==> src/rtl/raa_pkg.sv <==
// ----------------------------------------------------------------------------
// Rectangle atlas allocator package
// Shared widths, item types, status codes and the controller/datapath bundles.
// ----------------------------------------------------------------------------
package raa_pkg;

  localparam int MAX_RECTS  = 256;
  localparam int COORD_BITS = 14;
  localparam int POS_BITS   = 13;
  localparam int IDX_BITS   = $clog2(MAX_RECTS);
  localparam int CNT_BITS   = IDX_BITS + 1;
  // Signed working width for candidate corners and their far edges.
  localparam int EXT_BITS   = COORD_BITS + 4;
  localparam int CAND_BITS  = 3;

  localparam logic [COORD_BITS-1:0] SIDE_RESET = COORD_BITS'(1024);

  // Result status codes.
  localparam logic [1:0] STAT_PLACED = 2'd0;
  localparam logic [1:0] STAT_NO_FIT = 2'd1;
  localparam logic [1:0] STAT_FULL   = 2'd2;

  // Candidate corner codes, tried in this order around each anchor.
  localparam logic [CAND_BITS-1:0] CAND_RIGHT       = 3'd0;
  localparam logic [CAND_BITS-1:0] CAND_BELOW       = 3'd1;
  localparam logic [CAND_BITS-1:0] CAND_LEFT_TOP    = 3'd2;
  localparam logic [CAND_BITS-1:0] CAND_LEFT_BOT    = 3'd3;
  localparam logic [CAND_BITS-1:0] CAND_ABOVE_RIGHT = 3'd4;
  localparam logic [CAND_BITS-1:0] CAND_ABOVE_LEFT  = 3'd5;

  typedef logic signed [EXT_BITS-1:0] ext_t;

  typedef struct packed {
    logic [COORD_BITS-1:0] req_width;
    logic [COORD_BITS-1:0] req_height;
  } in_item_t;

  typedef struct packed {
    logic [1:0]          status;
    logic [POS_BITS-1:0] pos_x;
    logic [POS_BITS-1:0] pos_y;
  } out_item_t;

  // One table entry: position and unpadded size; padding is added on read.
  typedef struct packed {
    logic [COORD_BITS-1:0] x;
    logic [COORD_BITS-1:0] y;
    logic [COORD_BITS-1:0] w;
    logic [COORD_BITS-1:0] h;
  } entry_t;

  localparam int ENTRY_BITS = $bits(entry_t);

  typedef struct packed {
    logic       accept;
    logic       clr_cand;
    logic       rd_anchor;
    logic       ld_anchor;
    logic       ld_cand;
    logic       rd_scan;
    logic       j_clr;
    logic       j_inc;
    logic       k_inc;
    logic       i_clr;
    logic       i_inc;
    logic       store;
    logic       set_res;
    logic [1:0] res_code;
    logic       push;
  } ctrl_cmd_t;

  typedef struct packed {
    logic full;
    logic empty;
    logic bound_ok;
    logic overlap;
    logic k_last;
    logic i_last;
    logic j_last;
    logic out_busy;
  } dp_status_t;

  function automatic ext_t to_ext(input logic [COORD_BITS-1:0] v);
    return ext_t'({{(EXT_BITS-COORD_BITS){1'b0}}, v});
  endfunction

endpackage

==> src/rtl/raa_ctrl.sv <==
// ----------------------------------------------------------------------------
// Allocator controller
// Sequences the anchor walk, candidate checks and table scans of one request.
// ----------------------------------------------------------------------------
module raa_ctrl (
  input  logic                clk,
  input  logic                rst_n,
  input  logic                in_valid,
  output logic                in_stall,
  input  raa_pkg::dp_status_t st,
  output raa_pkg::ctrl_cmd_t  cmd
);

  typedef enum logic [10:0] {
    ST_IDLE      = 11'b000_0000_0001,
    ST_DISPATCH  = 11'b000_0000_0010,
    ST_ANCHOR_RD = 11'b000_0000_0100,
    ST_ANCHOR_LD = 11'b000_0000_1000,
    ST_CAND      = 11'b000_0001_0000,
    ST_BOUND     = 11'b000_0010_0000,
    ST_SCAN_RD   = 11'b000_0100_0000,
    ST_SCAN_CMP  = 11'b000_1000_0000,
    ST_NEXT      = 11'b001_0000_0000,
    ST_STORE     = 11'b010_0000_0000,
    ST_DONE      = 11'b100_0000_0000
  } state_t;

  state_t state_r, state_nxt;

  always_ff @(posedge clk) begin
    if (!rst_n) begin
      state_r <= ST_IDLE;
    end else begin
      state_r <= state_nxt;
    end
  end

  assign in_stall = (state_r != ST_IDLE);

  always_comb begin
    state_nxt = state_r;
    cmd       = '0;
    case (state_r)
      ST_IDLE: begin
        if (in_valid) begin
          cmd.accept = 1'b1;
          state_nxt  = ST_DISPATCH;
        end
      end
      ST_DISPATCH: begin
        if (st.full) begin
          cmd.set_res  = 1'b1;
          cmd.res_code = raa_pkg::STAT_FULL;
          state_nxt    = ST_DONE;
        end else if (st.empty) begin
          cmd.clr_cand = 1'b1;
          state_nxt    = ST_STORE;
        end else begin
          cmd.i_clr = 1'b1;
          state_nxt = ST_ANCHOR_RD;
        end
      end
      ST_ANCHOR_RD: begin
        cmd.rd_anchor = 1'b1;
        state_nxt     = ST_ANCHOR_LD;
      end
      ST_ANCHOR_LD: begin
        cmd.ld_anchor = 1'b1;
        state_nxt     = ST_CAND;
      end
      ST_CAND: begin
        cmd.ld_cand = 1'b1;
        state_nxt   = ST_BOUND;
      end
      ST_BOUND: begin
        if (st.bound_ok) begin
          cmd.j_clr = 1'b1;
          state_nxt = ST_SCAN_RD;
        end else begin
          state_nxt = ST_NEXT;
        end
      end
      ST_SCAN_RD: begin
        cmd.rd_scan = 1'b1;
        state_nxt   = ST_SCAN_CMP;
      end
      ST_SCAN_CMP: begin
        if (st.overlap) begin
          state_nxt = ST_NEXT;
        end else if (st.j_last) begin
          state_nxt = ST_STORE;
        end else begin
          cmd.j_inc = 1'b1;
          state_nxt = ST_SCAN_RD;
        end
      end
      ST_NEXT: begin
        if (!st.k_last) begin
          cmd.k_inc = 1'b1;
          state_nxt = ST_CAND;
        end else if (!st.i_last) begin
          cmd.i_inc = 1'b1;
          state_nxt = ST_ANCHOR_RD;
        end else begin
          cmd.set_res  = 1'b1;
          cmd.res_code = raa_pkg::STAT_NO_FIT;
          state_nxt    = ST_DONE;
        end
      end
      ST_STORE: begin
        cmd.store    = 1'b1;
        cmd.set_res  = 1'b1;
        cmd.res_code = raa_pkg::STAT_PLACED;
        state_nxt    = ST_DONE;
      end
      ST_DONE: begin
        if (!st.out_busy) begin
          cmd.push  = 1'b1;
          state_nxt = ST_IDLE;
        end
      end
      default: begin
        state_nxt = ST_IDLE;
      end
    endcase
  end

endmodule

==> config.mk <==
export PLATFORM = sky130hd
export DESIGN_NAME = raa_ctrl
export DESIGN_NICKNAME = d
export VERILOG_FILES = /design/src/rtl/raa_pkg.sv /design/src/rtl/raa_ctrl.sv
export SDC_FILE = /design/constraint.sdc
export NUM_CORES = 1
export LEC_CHECK = 0
export BUFFER_PORTS_ARGS = -buffer_cell sky130_fd_sc_hd__buf_4
export CORE_AREA = 2 2 48 50
export CTS_CLUSTER_SIZE = 25
export DETAILED_ROUTE_END_ITERATION = 16
export DIE_AREA = 0 0 50 52
export PLACE_DENSITY = 0.65
export SYNTH_ARGS = -nofsm -noshare
export SYNTH_HDL_FRONTEND = slang
export SYNTH_SLANG_ARGS = --single-unit
export TNS_END_PERCENT = 1
==> constraint.sdc <==
create_clock -name clk -period 2.6 [get_ports clk]
set_input_delay 0.39 -clock clk [delete_from_list [all_inputs] [get_ports clk]]
set_output_delay 0.39 -clock clk [all_outputs]
set_load 0.05 [all_outputs]
==> results.tsv <==
metric	value	unit
synth_area_leaders	dfxtp_1, nor3b_2, nor4_4	
synthAdderAreaFrac	0	%
via_per_inst	5.37	
path_clk_slew	70	ps
path_cells	nor4_4 > and2_0 > and4b_1 > and2_1 > buf_4	
grt_pass1_wl	3.08	mm
crit_fanout	9	
drc_errors	0	
synthSimpleGateAreaFrac	50.2	%
post_cts_buffers	0	
hp-class	input port to flop	
critPathRequiredTime	2210	ps
synth_mux_area_share	0	%
wirelength	1.84	mm
ctsResizeCount	0	
synth_top_family_by_area	simple AND/OR/NAND/NOR gates	
worstMarginPinSlew	586	ps
dr_wl_met3	118	um
highest_layer	met4	
die_h	52	um
avgRoutedWirePerCell	12.8	um
period_share	91.7	%
dp_hpwl	1.42	mm
reg_top3	state_r (11)	
comb_power_share	24.4	%
synth.net_count	100	
setup_ws	217	ps
syn_area	797	um2
firstDrtPassIters	4	
seqCellArea	220	um2
power.density	383	nW/um2
cts_sinks	11	
crit_buf_inv	1	
synth_cells	89	
synth_flop_cell	dfxtp_1	
worstSkewPairLatency	270	ps
power_frac_seq	45.2	%
hold_depth	2	
pin_count	28	
areaGrowthSynthToFinish	30.3	%
final_cell_mix	buf_4, dfxtp_1, nor2_1, and2_1	
ys_seq_area_share	27.6	%
synth-edff-count	0	
maxSlewHeadroom	60.6	%
drtIter0Drc	15	
n_fill_cell	215	
cts-hold-fix-buffers	0	
layoutNonFillerInstCount	144	
layout_commonest_cell	buf_4	
synth_area_per_cell	8.96	um2
antenna_cells	0	
dp_worst_setup_slack	514	ps
arrival	1990	ps
clock.fmax	420	MHz
gp_congestion	0.750	
hold_viol	0	
start_util	37.8	%
cts_htree_levels	1	
yosysTopAreaCellShare	27.6	%
p_int	0.000273	W
crit_type	flop to primary output	
dr_wl_met2	869	um
setup_violations	0	
endpoint_kind	primary output	
post-place-cells	140	
ys_async_sr_fraction	0	%
numCtsBuffers	3	
clockPowerShare	30.3	%
rsz0062_at_grt	no	
status	completed	
clockBufferDepth	2	
p_switching	0.000125	W
fin_nets	128	
drt-met1-wl	848	um
layout-drive-gt1-share	36.2	%
vdd_drop_max	342	uV
maxSlewViolCount	0	
dieWidth	50	um
clock_skew	1.44	ps
critPathMaxStageDelay	540	ps
grt_pass1_vias	696	
largest_register_ff_count	11	
fin_crit	2380	ps
yosys.cell_types.count	40	
ys_seq_elements	11	
synth_compound_area_share	14.1	%
rr_worst_depth	4	
postRouteAntennaNets	0	
path_depth	5	
maxCapViolations	0	
start_kind	flop	
multi_input_area	539	um2
rows	17	
synth_top_cell_by_area	dfxtp_1	
synthXorXnorAreaFrac	3.30	%
core_area	2110	um2
p_leak	0.426	nW
cp_top_family	simple AND/OR/NAND/NOR gates	
cpMaxStageDelayCell	nor4_4	
track_usage	15.2	%
antenna_found_initial	0	
io_buffers	27	
grt-ovfl-total	0	
top_register	state_r	
tns	0	ps
ys_warn_count	0	
die_area	2600	um2
vias	773	
switching_share	31.4	%
cts-root-buf	clkbuf_4	
grt_max_degree	12	
utilization	49.3	%
cts_tree	done	
[per-layer routing]
metal | global-route usage, % | vias up
met5 | 0 | -
met4 | 1.39 | 0
met3 | 5.75 | 3
met2 | 25.7 | 23
met1 | 19.0 | 357
li1 | - | 390
[metrics by stage]
stage                     hold slack (ps)  area [um2]  power (W)
after floorplan                       530         797   0.000248
after global placement                640        1010   0.000279
after detailed placement              643        1010   0.000281
after CTS                             354        1040   0.000399
after global routing                  353        1040   0.000415
final                                 350        1040   0.000397
[Yosys cell counts, drive strengths merged, types with 2 or more instances]
library cell,instances
nor2b,3
a21oi,2
o21a,4
and2,6
dfxtp,11
o221ai,2
clkbuf,3
or4,2
nand4,3
nor2,7
nand3,3
xor2,2
nor4b,2
nor3,4
and3,3
o21ai,2
nor4,4
nand3b,2
inv,4
nor3b,7
[final timing paths]
check | from | to | slack, ps
setup / recovery | state_r[6] | cmd[15] | 220
hold / removal | in_valid | state_r[0] | 350
hold reg to reg | state_r[5] | state_r[8] | 720
setup reg to reg | state_r[0] | state_r[6] | 930
[power groups by stage]
stage | clock network, W | logic [W] | registers (W)
after global placement | 0 | 0.0000963 | 0.000182
final | 0.000121 | 0.0000970 | 0.000180
after detailed placement | 0 | 0.0000976 | 0.000183
after CTS | 0.000122 | 0.0000978 | 0.000179
after floorplan | 0 | 0.0000665 | 0.000181
after global routing | 0.000131 | 0.000104 | 0.000180
[kinds of logic after synthesis]
kind of cell | Yosys count
and+or+nand+nor | 52
AOI/OAI and AO/OA | 15
xor gates and xnor gates | 3
DFF | 11
buffers and inverters | 8
[cell type report]
| cell class | instances | share of cell area, % |
|---|---|---|
| Tap cell | 28 | 3.37 |
| Multi-Input combinational cell | 70 | 51.9 |
| Sequential cell | 11 | 21.2 |
| Clock buffer | 4 | 2.53 |
| Timing Repair Buffer | 27 | 19.5 |
| Inverter | 4 | 1.45 |
[worst register-to-register path: cells and delay by family, from the launching register on]
| family | cells | cell delay, ps |
|---|---|---|
| AO/OA/AOI/OAI | 1 | 170 |
| AND/OR/NAND/NOR | 3 | 1080 |
| flip-flops | 1 | 380 |
No activity file was read; power rests on OpenSTA's default activity.
